## config.mk

```make
export PLATFORM = sky130hd
export DESIGN_NAME = route_discovery_table_engine_flat
export DESIGN_NICKNAME = d
export VERILOG_FILES = /design/src/rtl/rdte_pkg.sv /design/src/rtl/rdte_if.sv /design/src/rtl/rdte_regs.sv /design/src/rtl/rdte_div.sv /design/src/rtl/rdte_datapath.sv /design/src/rtl/rdte_ctrl.sv /design/src/rtl/route_discovery_table_engine.sv /design/src/flat_wrapper.sv
export VERILOG_INCLUDE_DIRS = /design/src /design/src/rtl
export SDC_FILE = /design/constraint.sdc
export NUM_CORES = 2
export LEC_CHECK = 0
export BUFFER_PORTS_ARGS = -buffer_cell sky130_fd_sc_hd__buf_4
export CAP_MARGIN = 15
export CORE_MARGIN = 2
export CORE_UTILIZATION = 50
export DETAILED_ROUTE_END_ITERATION = 16
export GPL_ROUTABILITY_DRIVEN = 0
export GPL_TIMING_DRIVEN = 0
export PLACE_DENSITY = 0.75
export SYNTH_ARGS = -nofsm -noshare
export SYNTH_HDL_FRONTEND = slang
export SYNTH_HIERARCHICAL = 1
export SYNTH_SLANG_ARGS = --single-unit
```

## constraint.sdc

```tcl
create_clock -name clk -period 6.1 [get_ports clk]
set_clock_uncertainty 0.1 [all_clocks]
set_input_delay 0.915 -clock clk [delete_from_list [all_inputs] [get_ports clk]]
set_output_delay 0.915 -clock clk [all_outputs]
set_load 0.005 [all_outputs]
```

## src/rtl/assert_macros.svh

```systemverilog
// Assertion macros used by the RTL top level.
// Depends on nothing; define ASSERT_OFF to compile them away.
`ifndef ASSERT_MACROS_SVH
`define ASSERT_MACROS_SVH
`ifndef ASSERT_OFF
`define ASSERT_IMPL(label, clk, rst_n, prop) \
	label: assert property (@(posedge clk) disable iff (!rst_n) prop) \
	else $error("assertion failed");
`define ASSERT_NEXT(label, clk, rst_n, pre, post) \
	label: assert property (@(posedge clk) disable iff (!rst_n) (pre) |=> (post)) \
	else $error("assertion failed");
`else
`define ASSERT_IMPL(label, clk, rst_n, prop)
`define ASSERT_NEXT(label, clk, rst_n, pre, post)
`endif
`endif

```

## src/rtl/rdte_pkg.sv

```systemverilog
// Shared types, constants and command structs of the route discovery engine.
// Depends on nothing.
package rdte_pkg;
	localparam int TABLE_DEPTH = 8;
	localparam int IDX_W = (TABLE_DEPTH > 1) ? $clog2(TABLE_DEPTH) : 1;
	localparam int MAX_OUT = 8;
	localparam int OCNT_W = $clog2(MAX_OUT + 1);
	localparam logic [7:0] NO_NEXT = 8'hFF;

	localparam logic [1:0] KIND_DISC = 2'd0;
	localparam logic [1:0] KIND_REQ = 2'd1;
	localparam logic [1:0] KIND_REP = 2'd2;
	localparam logic [1:0] KIND_TICK = 2'd3;

	localparam logic [1:0] ACT_NONE = 2'd0;
	localparam logic [1:0] ACT_BCAST = 2'd1;
	localparam logic [1:0] ACT_REPLY = 2'd2;
	localparam logic [1:0] ACT_DUP = 2'd3;

	localparam logic [2:0] REG_ADDR = 3'd0;
	localparam logic [2:0] REG_RLIFE = 3'd1;
	localparam logic [2:0] REG_DLIFE = 3'd2;
	localparam logic [2:0] REG_NRSSI = 3'd3;
	localparam logic [2:0] REG_NHOPS = 3'd4;

	typedef struct packed {
		logic [1:0] kind;
		logic [7:0] msg_id;
		logic [7:0] src_node;
		logic [7:0] dest_node;
		logic [7:0] from_node;
		logic [7:0] reply_hops;
		logic [15:0] reply_metric;
		logic signed [7:0] link_rssi;
	} req_t;

	typedef struct packed {
		logic [1:0] action;
		logic [7:0] out_id;
		logic [7:0] out_src;
		logic [7:0] out_dest;
		logic [7:0] next_node;
		logic [7:0] out_hops;
		logic [15:0] out_metric;
		logic route_changed;
		logic last;
	} res_t;

	typedef struct packed {
		logic [7:0] node_address;
		logic [15:0] route_lifetime;
		logic [15:0] discovery_lifetime;
		logic [15:0] no_route_rssi;
		logic [7:0] no_route_hops;
	} cfg_t;

	// controller to datapath
	typedef struct packed {
		logic load;
		logic div_start;
		logic decide;
		logic scan_step;
		logic finish;
		logic emit;
		logic emit_last;
		logic capture;
		logic show_held;
	} cmd_t;

	// datapath to controller
	typedef struct packed {
		logic div_done;
		logic single;
		logic improve;
		logic scan_end;
		logic hit;
	} sts_t;

	function automatic logic [7:0] hops_inc(input logic [7:0] h);
		return (h == 8'hFF) ? 8'hFF : h + 8'd1;
	endfunction
endpackage

```

## src/rtl/rdte_if.sv

```systemverilog
// Valid/ready channel carrying one request or result payload.
// Depends on nothing; payload type is a parameter of the interface.
interface rdte_if #(parameter type payload_t = logic) (input logic clk);
	logic valid;
	logic ready;
	payload_t data;
	modport source (output valid, output data, input ready);
	modport sink (input valid, input data, output ready);
endinterface

```

## src/rtl/rdte_regs.sv

```systemverilog
// APB-style register file of the route discovery engine.
// Depends on rdte_pkg.
module rdte_regs (
	input logic clk,
	input logic arst_n,
	input logic psel,
	input logic penable,
	input logic pwrite,
	input logic [4:0] paddr,
	input logic [31:0] pwdata,
	output logic [31:0] prdata,
	output logic pready,
	output rdte_pkg::cfg_t cfg
);
	import rdte_pkg::*;
	cfg_t cfg_q;
	logic [2:0] idx;
	assign idx = paddr[4:2];
	assign pready = 1'b1;
	assign cfg = cfg_q;

	always_ff @(posedge clk or negedge arst_n) begin
		if (!arst_n) begin
			cfg_q.node_address <= 8'd1;
			cfg_q.route_lifetime <= 16'd60;
			cfg_q.discovery_lifetime <= 16'd10;
			cfg_q.no_route_rssi <= 16'hFFFF;
			cfg_q.no_route_hops <= 8'hFF;
		end else if (psel && penable && pwrite) begin
			unique case (idx)
				REG_ADDR: cfg_q.node_address <= pwdata[7:0];
				REG_RLIFE: cfg_q.route_lifetime <= pwdata[15:0];
				REG_DLIFE: cfg_q.discovery_lifetime <= pwdata[15:0];
				REG_NRSSI: cfg_q.no_route_rssi <= pwdata[15:0];
				REG_NHOPS: cfg_q.no_route_hops <= pwdata[7:0];
				default: ;
			endcase
		end
	end

	always_comb begin
		unique case (idx)
			REG_ADDR: prdata = {24'd0, cfg_q.node_address};
			REG_RLIFE: prdata = {16'd0, cfg_q.route_lifetime};
			REG_DLIFE: prdata = {16'd0, cfg_q.discovery_lifetime};
			REG_NRSSI: prdata = {16'd0, cfg_q.no_route_rssi};
			REG_NHOPS: prdata = {24'd0, cfg_q.no_route_hops};
			default: prdata = 32'd0;
		endcase
	end
endmodule

```

## src/rtl/rdte_div.sv

```systemverilog
// Restoring divider, one quotient bit per cycle, for the averaged metric.
// Depends on nothing beyond its own ports.
module rdte_div (
	input logic clk,
	input logic arst_n,
	input logic start,
	input logic [23:0] dividend,
	input logic [8:0] divisor,
	output logic done,
	output logic [23:0] quotient
);
	logic [23:0] quo_q;
	logic [8:0] rem_q;
	logic [8:0] dvs_q;
	logic [4:0] cnt_q;
	logic busy_q;
	logic [9:0] trial;

	assign trial = {rem_q, quo_q[23]} - {1'b0, dvs_q};
	assign quotient = quo_q;
	assign done = busy_q && (cnt_q == 5'd0);

	always_ff @(posedge clk or negedge arst_n) begin
		if (!arst_n) begin
			busy_q <= 1'b0;
			cnt_q <= 5'd0;
		end else if (start) begin
			busy_q <= 1'b1;
			cnt_q <= 5'd24;
		end else if (done) begin
			busy_q <= 1'b0;
		end else if (busy_q) begin
			cnt_q <= cnt_q - 5'd1;
		end
	end

	// The remainder stays below the divisor, so nine bits hold it.
	always_ff @(posedge clk) begin
		if (start) begin
			quo_q <= dividend;
			rem_q <= 9'd0;
			dvs_q <= divisor;
		end else if (busy_q && cnt_q != 5'd0) begin
			if (!trial[9]) begin
				rem_q <= trial[8:0];
				quo_q <= {quo_q[22:0], 1'b1};
			end else begin
				rem_q <= {rem_q[7:0], quo_q[23]};
				quo_q <= {quo_q[22:0], 1'b0};
			end
		end
	end
endmodule

```

## src/rtl/rdte_datapath.sv

```systemverilog
// Datapath: route entry, discovery table, metric average and result build.
// Depends on rdte_pkg and rdte_div.
module rdte_datapath (
	input logic clk,
	input logic arst_n,
	input rdte_pkg::cfg_t cfg,
	input rdte_pkg::req_t req,
	input rdte_pkg::cmd_t cmd,
	output rdte_pkg::sts_t sts,
	output rdte_pkg::res_t res
);
	import rdte_pkg::*;

	req_t r_q;
	logic route_valid_q;
	logic [7:0] route_next_q, route_hops_q, route_target_q;
	logic [15:0] route_metric_q, route_age_q;
	logic [TABLE_DEPTH-1:0] dvalid_q;
	logic [31:0] dentry_q [TABLE_DEPTH];
	logic [15:0] dage_q [TABLE_DEPTH];
	logic [15:0] avg_q;
	logic changed_q;
	logic [IDX_W-1:0] scan_q;
	logic scan_done_q;
	logic [OCNT_W-1:0] ocnt_q;
	logic [7:0] hitnext_q;
	logic hit_q;

	logic [7:0] mag;
	logic [23:0] dividend, quotient;
	logic div_done;
	logic [TABLE_DEPTH-1:0] dup_vec, free_vec;
	logic dup;
	logic [IDX_W-1:0] free_idx;
	logic free_any;
	logic [31:0] scan_e;
	logic scan_match, scan_full, scan_last, scan_fwd;

	assign mag = r_q.link_rssi[7] ? 8'(-r_q.link_rssi) : r_q.link_rssi;
	assign dividend = ({8'd0, r_q.reply_metric} * {16'd0, r_q.reply_hops}) + {16'd0, mag};

	rdte_div u_div (
		.clk(clk), .arst_n(arst_n), .start(cmd.div_start),
		.dividend(dividend), .divisor({1'b0, r_q.reply_hops} + 9'd1),
		.done(div_done), .quotient(quotient)
	);

	always_comb begin
		for (int i = 0; i < TABLE_DEPTH; i++) begin
			dup_vec[i] = dvalid_q[i] && dentry_q[i][31:8] ==
				{r_q.msg_id, r_q.src_node, r_q.dest_node};
			free_vec[i] = !dvalid_q[i];
		end
		dup = |dup_vec;
		free_any = |free_vec;
		free_idx = '0;
		for (int i = TABLE_DEPTH - 1; i >= 0; i--)
			if (free_vec[i]) free_idx = IDX_W'(i);
	end

	assign scan_e = dentry_q[scan_q];
	assign scan_match = dvalid_q[scan_q] && scan_e[31:16] == {r_q.msg_id, r_q.src_node};
	assign scan_full = ocnt_q == OCNT_W'(MAX_OUT);
	assign scan_last = scan_q == IDX_W'(TABLE_DEPTH - 1);
	assign scan_fwd = scan_match && r_q.src_node != cfg.node_address && !scan_full;

	assign sts.div_done = div_done;
	assign sts.single = r_q.kind != KIND_REP;
	assign sts.improve = quotient[15:0] < route_metric_q && quotient[23:16] == 8'd0;
	assign sts.scan_end = scan_done_q;
	assign sts.hit = hit_q;

	// Result for the current event, built from registered state.
	always_comb begin
		res = '0;
		res.route_changed = changed_q;
		res.last = cmd.emit_last;
		if (r_q.kind == KIND_REP) begin
			if (hit_q) begin
				res.action = ACT_REPLY;
				res.out_id = r_q.msg_id;
				res.out_src = r_q.src_node;
				res.out_dest = r_q.dest_node;
				res.next_node = hitnext_q;
				res.out_hops = hops_inc(r_q.reply_hops);
				res.out_metric = avg_q;
			end
		end else if (r_q.kind == KIND_DISC) begin
			res.action = ACT_BCAST;
			res.out_id = r_q.msg_id;
			res.out_src = cfg.node_address;
			res.out_dest = r_q.dest_node;
		end else if (r_q.kind == KIND_REQ) begin
			if (r_q.dest_node == cfg.node_address) begin
				res.action = ACT_REPLY;
				res.out_id = r_q.msg_id;
				res.out_src = r_q.src_node;
				res.out_dest = r_q.dest_node;
				res.next_node = r_q.from_node;
				res.out_metric = cfg.no_route_rssi;
			end else if (hit_q) begin
				res.action = ACT_DUP;
			end else if (route_valid_q) begin
				res.action = ACT_REPLY;
				res.out_id = r_q.msg_id;
				res.out_src = r_q.src_node;
				res.out_dest = r_q.dest_node;
				res.next_node = r_q.from_node;
				res.out_hops = hops_inc(route_hops_q);
				res.out_metric = route_metric_q;
			end else begin
				res.action = ACT_BCAST;
				res.out_id = r_q.msg_id;
				res.out_src = r_q.src_node;
				res.out_dest = r_q.dest_node;
			end
		end
	end

	always_ff @(posedge clk) begin
		if (cmd.load) r_q <= req;
	end

	always_ff @(posedge clk or negedge arst_n) begin
		if (!arst_n) begin
			route_valid_q <= 1'b0;
			route_next_q <= NO_NEXT;
			route_hops_q <= 8'hFF;
			route_metric_q <= 16'hFFFF;
			route_age_q <= 16'd0;
			route_target_q <= 8'd0;
			dvalid_q <= '0;
			changed_q <= 1'b0;
			hit_q <= 1'b0;
			scan_q <= '0;
			scan_done_q <= 1'b0;
			ocnt_q <= '0;
			avg_q <= 16'd0;
			hitnext_q <= 8'd0;
		end else begin
			if (cmd.load) begin
				changed_q <= 1'b0;
				hit_q <= 1'b0;
				scan_q <= '0;
				scan_done_q <= 1'b0;
				ocnt_q <= '0;
			end
			if (cmd.decide) begin
				// single-result events act once the request is registered, replies once the divide ends
				unique case (r_q.kind)
					KIND_DISC: if (free_any) begin
						dvalid_q[free_idx] <= 1'b1;
						dentry_q[free_idx] <= {r_q.msg_id, cfg.node_address,
							r_q.dest_node, cfg.node_address};
						dage_q[free_idx] <= cfg.discovery_lifetime;
					end
					KIND_REQ: begin
						hit_q <= dup;
						if (r_q.dest_node != cfg.node_address && !dup &&
							!route_valid_q && free_any) begin
							dvalid_q[free_idx] <= 1'b1;
							dentry_q[free_idx] <= {r_q.msg_id, r_q.src_node,
								r_q.dest_node, r_q.from_node};
							dage_q[free_idx] <= cfg.discovery_lifetime;
						end
					end
					KIND_REP: if (sts.improve) begin
						route_target_q <= r_q.dest_node;
						route_hops_q <= r_q.reply_hops;
						route_next_q <= r_q.from_node;
						route_age_q <= cfg.route_lifetime;
						route_valid_q <= 1'b1;
						route_metric_q <= quotient[15:0];
						avg_q <= quotient[15:0];
						changed_q <= 1'b1;
					end
					KIND_TICK: begin
						if (route_valid_q && route_age_q != 16'd0) begin
							route_age_q <= route_age_q - 16'd1;
							if (route_age_q == 16'd1) begin
								route_valid_q <= 1'b0;
								route_next_q <= NO_NEXT;
								route_hops_q <= cfg.no_route_hops;
								route_metric_q <= cfg.no_route_rssi;
								changed_q <= 1'b1;
							end
						end
						for (int i = 0; i < TABLE_DEPTH; i++)
							if (dvalid_q[i] && dage_q[i] != 16'd0) begin
								dage_q[i] <= dage_q[i] - 16'd1;
								if (dage_q[i] == 16'd1) dvalid_q[i] <= 1'b0;
							end
					end
					default: ;
				endcase
			end
			if (cmd.scan_step) begin
				// One table entry per step; a forwarded match raises hit for one check.
				hit_q <= scan_fwd;
				if (scan_match && r_q.src_node != cfg.node_address)
					dvalid_q[scan_q] <= 1'b0;
				if (scan_fwd) begin
					hitnext_q <= scan_e[7:0];
					ocnt_q <= ocnt_q + OCNT_W'(1);
				end
				if (!scan_last) scan_q <= scan_q + IDX_W'(1);
				scan_done_q <= scan_last;
			end
			if (cmd.emit) hit_q <= 1'b0;
			if (cmd.finish) begin
				for (int i = 0; i < TABLE_DEPTH; i++)
					if (dup_vec[i]) dvalid_q[i] <= 1'b0;
			end
		end
	end
endmodule

```

## src/rtl/rdte_ctrl.sv

```systemverilog
// Controller state machine sequencing load, divide, scan and result output.
// Depends on rdte_pkg.
module rdte_ctrl (
	input logic clk,
	input logic arst_n,
	input logic in_valid,
	output logic in_ready,
	output logic out_valid,
	input logic out_ready,
	input rdte_pkg::sts_t sts,
	output rdte_pkg::cmd_t cmd
);
	import rdte_pkg::*;
	localparam logic [2:0] S_IDLE = 3'd0;
	localparam logic [2:0] S_DIV = 3'd1;
	localparam logic [2:0] S_WAIT = 3'd2;
	localparam logic [2:0] S_SCAN = 3'd3;
	localparam logic [2:0] S_HOLD = 3'd4;
	localparam logic [2:0] S_DEC = 3'd5;
	localparam logic [2:0] S_OUT = 3'd6;

	logic [2:0] state_q, state_d;
	logic pend_q, pend_d;
	logic improve_q, improve_d;

	always_comb begin
		cmd = '0;
		state_d = state_q;
		pend_d = pend_q;
		improve_d = improve_q;
		in_ready = 1'b0;
		out_valid = 1'b0;
		unique case (state_q)
			S_IDLE: begin
				in_ready = 1'b1;
				if (in_valid) begin
					cmd.load = 1'b1;
					state_d = S_DEC;
				end
			end
			S_DEC: begin
				if (sts.single) begin
					cmd.decide = 1'b1;
					state_d = S_OUT;
				end else begin
					cmd.div_start = 1'b1;
					state_d = S_DIV;
				end
			end
			S_DIV: if (sts.div_done) begin
				cmd.decide = 1'b1;
				improve_d = sts.improve;
				pend_d = 1'b0;
				state_d = sts.improve ? S_SCAN : S_OUT;
			end
			S_SCAN: begin
				cmd.scan_step = 1'b1;
				state_d = S_WAIT;
			end
			S_WAIT: begin
				// A new hit while one is pending sends the pending one out first.
				if (sts.hit && pend_q) begin
					state_d = S_HOLD;
				end else begin
					if (sts.hit) begin
						cmd.capture = 1'b1;
						pend_d = 1'b1;
					end
					state_d = sts.scan_end ? S_OUT : S_SCAN;
				end
			end
			S_HOLD: begin
				out_valid = 1'b1;
				cmd.show_held = 1'b1;
				if (out_ready) begin
					// the new hit takes the place of the one just sent
					cmd.emit = 1'b1;
					cmd.capture = 1'b1;
					state_d = sts.scan_end ? S_OUT : S_SCAN;
				end
			end
			S_OUT: begin
				out_valid = 1'b1;
				cmd.emit_last = 1'b1;
				cmd.show_held = pend_q;
				if (out_ready) begin
					cmd.finish = improve_q;
					improve_d = 1'b0;
					pend_d = 1'b0;
					state_d = S_IDLE;
				end
			end
			default: state_d = S_IDLE;
		endcase
	end

	always_ff @(posedge clk or negedge arst_n) begin
		if (!arst_n) begin
			state_q <= S_IDLE;
			pend_q <= 1'b0;
			improve_q <= 1'b0;
		end else begin
			state_q <= state_d;
			pend_q <= pend_d;
			improve_q <= improve_d;
		end
	end
endmodule

```

## src/rtl/route_discovery_table_engine.sv

```systemverilog
// Route discovery engine, top level: registers, controller and datapath.
// Discovery, request and tick each give one result, decided once the request is registered.
// A reply first goes through the bit-serial average; an improving reply then scans each table
// entry and sends a result for each forwarded reply. One request is in flight at a time, and
// the engine waits while the sink stalls.
// Reset is asynchronous, active low; it clears the route, table valid bits and the registers.
`include "assert_macros.svh"
module route_discovery_table_engine (
	input logic clk,
	input logic arst_n,
	rdte_if.sink in_ch,
	rdte_if.source out_ch,
	input logic psel,
	input logic penable,
	input logic pwrite,
	input logic [4:0] paddr,
	input logic [31:0] pwdata,
	output logic [31:0] prdata,
	output logic pready
);
	import rdte_pkg::*;

	cfg_t cfg;
	cmd_t cmd;
	sts_t sts;
	res_t res;
	res_t held_q;

	rdte_regs u_regs (
		.clk(clk), .arst_n(arst_n), .psel(psel), .penable(penable),
		.pwrite(pwrite), .paddr(paddr), .pwdata(pwdata), .prdata(prdata),
		.pready(pready), .cfg(cfg)
	);

	rdte_ctrl u_ctrl (
		.clk(clk), .arst_n(arst_n), .in_valid(in_ch.valid), .in_ready(in_ch.ready),
		.out_valid(out_ch.valid), .out_ready(out_ch.ready), .sts(sts), .cmd(cmd)
	);

	rdte_datapath u_dp (
		.clk(clk), .arst_n(arst_n), .cfg(cfg), .req(in_ch.data), .cmd(cmd),
		.sts(sts), .res(res)
	);

	// A forwarded reply is held here until the scan finds the next one or ends, since
	// only then is it known whether it is the final result. Other results are shown
	// straight from the datapath, which is stable while the controller waits on the sink.
	always_ff @(posedge clk) begin
		if (cmd.capture) held_q <= res;
	end

	always_comb begin
		out_ch.data = res;
		if (cmd.show_held) begin
			out_ch.data = held_q;
			out_ch.data.last = cmd.emit_last;
		end
	end

	`ASSERT_IMPL(a_no_both, clk, arst_n, !(in_ch.ready && out_ch.valid))
	`ASSERT_NEXT(a_accept_busy, clk, arst_n, in_ch.valid && in_ch.ready, !in_ch.ready)
	`ASSERT_IMPL(a_hold_no_last, clk, arst_n, !(cmd.emit && out_ch.data.last))
endmodule

```

## src/flat_wrapper.sv

```systemverilog
// flat-port wrapper written by rule: the top's interface ports become plain ports
module route_discovery_table_engine_flat import rdte_pkg::*;
  (clk, arst_n, psel, penable, pwrite, paddr, pwdata, prdata, pready, in_ch_valid, in_ch_data, in_ch_ready, out_ch_valid, out_ch_data, out_ch_ready);
  rdte_if #(.payload_t(req_t)) in_ch_i (.clk(clk));
  rdte_if #(.payload_t(res_t)) out_ch_i (.clk(clk));
  input logic clk;
  input logic arst_n;
  input logic psel;
  input logic penable;
  input logic pwrite;
  input logic [4:0] paddr;
  input logic [31:0] pwdata;
  output logic [31:0] prdata;
  output logic pready;
  input wire logic [$bits(in_ch_i.valid)-1:0] in_ch_valid;
  input wire logic [$bits(in_ch_i.data)-1:0] in_ch_data;
  output wire logic [$bits(in_ch_i.ready)-1:0] in_ch_ready;
  output wire logic [$bits(out_ch_i.valid)-1:0] out_ch_valid;
  output wire logic [$bits(out_ch_i.data)-1:0] out_ch_data;
  input wire logic [$bits(out_ch_i.ready)-1:0] out_ch_ready;
  assign in_ch_i.valid = in_ch_valid;
  assign in_ch_i.data = in_ch_data;
  assign in_ch_ready = in_ch_i.ready;
  assign out_ch_valid = out_ch_i.valid;
  assign out_ch_data = out_ch_i.data;
  assign out_ch_i.ready = out_ch_ready;
  route_discovery_table_engine u_core (.clk(clk), .arst_n(arst_n), .in_ch(in_ch_i), .out_ch(out_ch_i), .psel(psel), .penable(penable), .pwrite(pwrite), .paddr(paddr), .pwdata(pwdata), .prdata(prdata), .pready(pready));
endmodule
```

==> run metrics <==
number of antenna violations at the first check in global routing 1; maximum number of buffers from clock root to sink 3; Period minus WS final 5.87 ns; combinational family with the most area after synthesis simple AND/OR/NAND/NOR gates; Compound-Gate Fraction of Synth Area 7.26%; Tcrit/Tclk final 96.3%; classification of the worst-slack hold path in2async; Max Clk Rate 170 MHz; Non-Filler Cell Area, Final 47400 um2; hold buffer count at cts 0; Total GRT Usage 27.1%; y dimension of the die 291 um; share of the synthesized area in the top cell type 39.4%; worst ir drop on vdd 0.000454 V; drt initial violations 3361; fraction of final layout cells with drive strength greater than 1 20.7%; standard cell with the maximum stage delay on the critical path clkbuf_1; number of synthesized register bits 709; PwrDens 437 nW/um2; worst slack on hold paths 0.157 ns; number of distinct library cell variants in the gate-level netlist after synthesis 98; warnings from Yosys 6; Worst EP required 6.34 ns; number of I/O pins 205; DRC violation count after routing 0; gate count of the mapped netlist 3476; most common cell in the synthesized netlist edfxtp_1; root buf cell clkbuf_16; mean instance size in the synthesized netlist 11.9 um2; clock edge transition at the registers on the reported setup and hold paths 0.06 ns; cell types with the largest area share after synthesis edfxtp_1, dfrtp_1, xnor2_1; dominant register cell in the synthesized netlist edfxtp_1; CTS tree yes; DRT antenna net count 0; simple logic cell fraction of the synthesized area 12.3%; total via count after detailed routing 29500; Adder-Cell Fraction of Synth Area 7.67%; number of clock sinks seen by CTS 709; global-route wire length before repair 176 mm; clock latency on the worst-skew pair 0.65 ns; number of nets in the finished design 4083; Crit path largest cell delay 0.66 ns; CP cell instances inv_1 > ha_1 > nor4b_1 > and2_1 > buf_4 > nand2b_1 > a21oi_1 > clkbuf_1 > nand2_1 > nor2_1 > nand2_1 > a31oi_1 > clkbuf_1 > o21bai_1 > buf_6; number of synthesized flops with an enable pin 542; count of filler cells inserted in the layout 6564; startpoint kind of the worst setup timing path flop; wire length after detailed routing 117 mm; die footprint 84800 um2; Avg WL per Cell 23.7 um; cell type with the highest aggregate area in the netlist edfxtp_1; number of buffers inserted by port buffering 169; H-tree level count 3; # rows 105; dpl cell area 44500 um2; detailed-placement wirelength estimate 84.6 mm; max-cap viol count 0; pin count of the biggest net entering global routing 93; Initial Utilization 50.4%; Num CTS Buffers 80; result of the run completed; global route total overflow 0; via count of the first global-routing pass 28600; Critical Setup Path Class reg2reg; top cells by instance count after synthesis edfxtp_1, nand2_1, xnor2_1; fraction of synthesized cell area in xor and xnor cells 7.58%; maximum fanout along the worst path 10; core footprint 81800 um2; register area share after synthesis 49.6%; Setup crit end kind flop; synthesis-to-layout area growth 14.8%; mux share of post-synthesis cell area 10.9%; number of pins with negative max-slew slack in the final report 0; data arrival time at the worst-slack endpoint 6.11 ns; Relative slew margins 30.4%; Leakage 17.9 nW; chip width 291 um; final-report setup violation count 0; pin slew with the least headroom to its limit 1.03 ns; Synth Cell Area 41300 um2; Initial DRT Pass Iterations 6; mean number of vias per cell 6.00; number of hold violations in the final report 0; Async SR Flop Fraction 22.3%
==> placed cells by master (no fill, tap or decap), drive strengths merged, types with 66 or more instances in the layout <==
| master | netlist | final |
|---|---|---|
| edfxtp | 542 | 542 |
| buf | 92 | 299 |
| nand2 | 285 | 285 |
| xnor2 | 240 | 240 |
| nor2 | 232 | 232 |
| mux2 | 219 | 219 |
| inv | 209 | 214 |
| clkbuf | 105 | 203 |
| o21ai | 144 | 144 |
| xor2 | 117 | 117 |
| and2 | 111 | 111 |
| ha | 104 | 104 |
| a21oi | 104 | 104 |
| dfrtp | 103 | 103 |
| fa | 93 | 93 |
| mux2i | 73 | 73 |
| nor3 | 66 | 66 |
==> routing by layer <==
metal / up-vias / track usage (%) / part of all wire, %
li1: 13000 / - / -
met1: 14500 / 39.0 / 42
met3: 273 / 5.44 / 10
met5: - / 0 / 0
met2: 1637 / 40.5 / 44
met4: 0 / 10.5 / 3.7
==> critical path, delay by kind of cell (launching register included) <==
family | cells | cell delay, ns
compound gates | 3 | 1.41
fa+ha+maj | 1 | 0.14
buf+inv | 5 | 1.58
flops | 1 | 0.41
simple gates | 6 | 1.93
==> metrics by stage <==
step | power [mW] | setup TNS (ns) | setup WS, ns | cells | utilization, %
final | 20.7 | 0 | 0.225 | 4911 | 57.9
after global routing | 22.0 | -0.0122 | -0.0122 | 4909 | 57.9
after CTS | 20.6 | 0 | 0.0618 | 4905 | 57.8
after detailed placement | 15.3 | -0.285 | -0.285 | 4762 | 54.3
after global placement | 15.1 | -474.46 | -2.74 | 4730 | 53.7
after floorplan | 12.8 | 0 | 0.763 | 3491 | -
==> cells by family after synthesis <==
| family | count (synthesis) |
|---|---|
| AO/OA/AOI/OAI | 469 |
| XOR/XNOR | 357 |
| adder cells (fa/ha/maj) | 197 |
| buffers and inverters | 406 |
| flip-flops | 709 |
| multiplexers | 336 |
| other | 2 |
| AND/OR/NAND/NOR | 1000 |
==> registers in the layout, summed over array words and instances (netlist names), 9 cells and up <==
signal                      count
u_core/u_dp/dentry_q          256
u_core/u_dp/dage_q            128
u_core/u_dp/r_q                66
u_core/u_regs/cfg              64
u_core/held_q                  59
u_core/u_dp/u_div/quotient     24
u_core/u_dp/avg_q              16
u_core/u_dp/route_age_q        16
u_core/u_dp/route_metric_q     16
u_core/u_dp/u_div/dvs_q         9
u_core/u_dp/u_div/rem_q         9
==> area by class of cell <==
cell class | count | area [um2] | share of cell area, %
Tap cell | 1070 | 1340 | 2.83
Timing Repair Buffer | 207 | 1790 | 3.77
Antenna cell | 2 | 5.00 | 0.0106
Multi-Input combinational cell | 2376 | 19000 | 40.1
Sequential cell | 709 | 20500 | 43.2
Clock buffer | 102 | 2260 | 4.77
Clock inverter | 43 | 556 | 1.17
Buffer | 193 | 1150 | 2.44
Inverter | 209 | 785 | 1.66
==> power by group <==
part	internal [mW]	leakage [nW]	total (mW)	switching [mW]
Combinational	3.93	9.59	9.07	5.14
Clock	3.10	1.36	5.16	2.06
Sequential	5.93	6.98	6.46	0.535
==> worst paths after layout <==
| path | from | slack [ns] | depth (start not counted) | to |
|---|---|---|---|---|
| hold reg to reg | u_core/u_dp/avg_q[15] | 0.38 | 2 | u_core/u_dp/avg_q[15] |
| setup / recovery | u_core/u_dp/u_div/cnt_q[0] | 0.23 | 15 | u_core/u_dp/dage_q[0][11] |
| setup reg to reg | u_core/u_dp/u_div/cnt_q[0] | 0.23 | 15 | u_core/u_dp/dage_q[0][11] |
| min in group clk | in_ch_data[54] | 0.35 | 1 | u_core/u_dp/r_q[54] |
| hold / removal | arst_n | 0.16 | 1 | u_core/u_dp/avg_q[12] |
| max in group asynchronous | arst_n | 4.90 | 2 | u_core/u_regs/cfg[21] |
==> what timing repair did <==
| item | 4_1_cts | 5_1_grt |
|---|---|---|
| setup buffers | 1 | 4 |
| resized for setup | 6 | 7 |
| pin swaps | 0 | 0 |
| endpoints found under the setup margin | 1 | 3 |
| cloned | 0 | 0 |
Note: power is estimated with default switching activity, not from simulation.
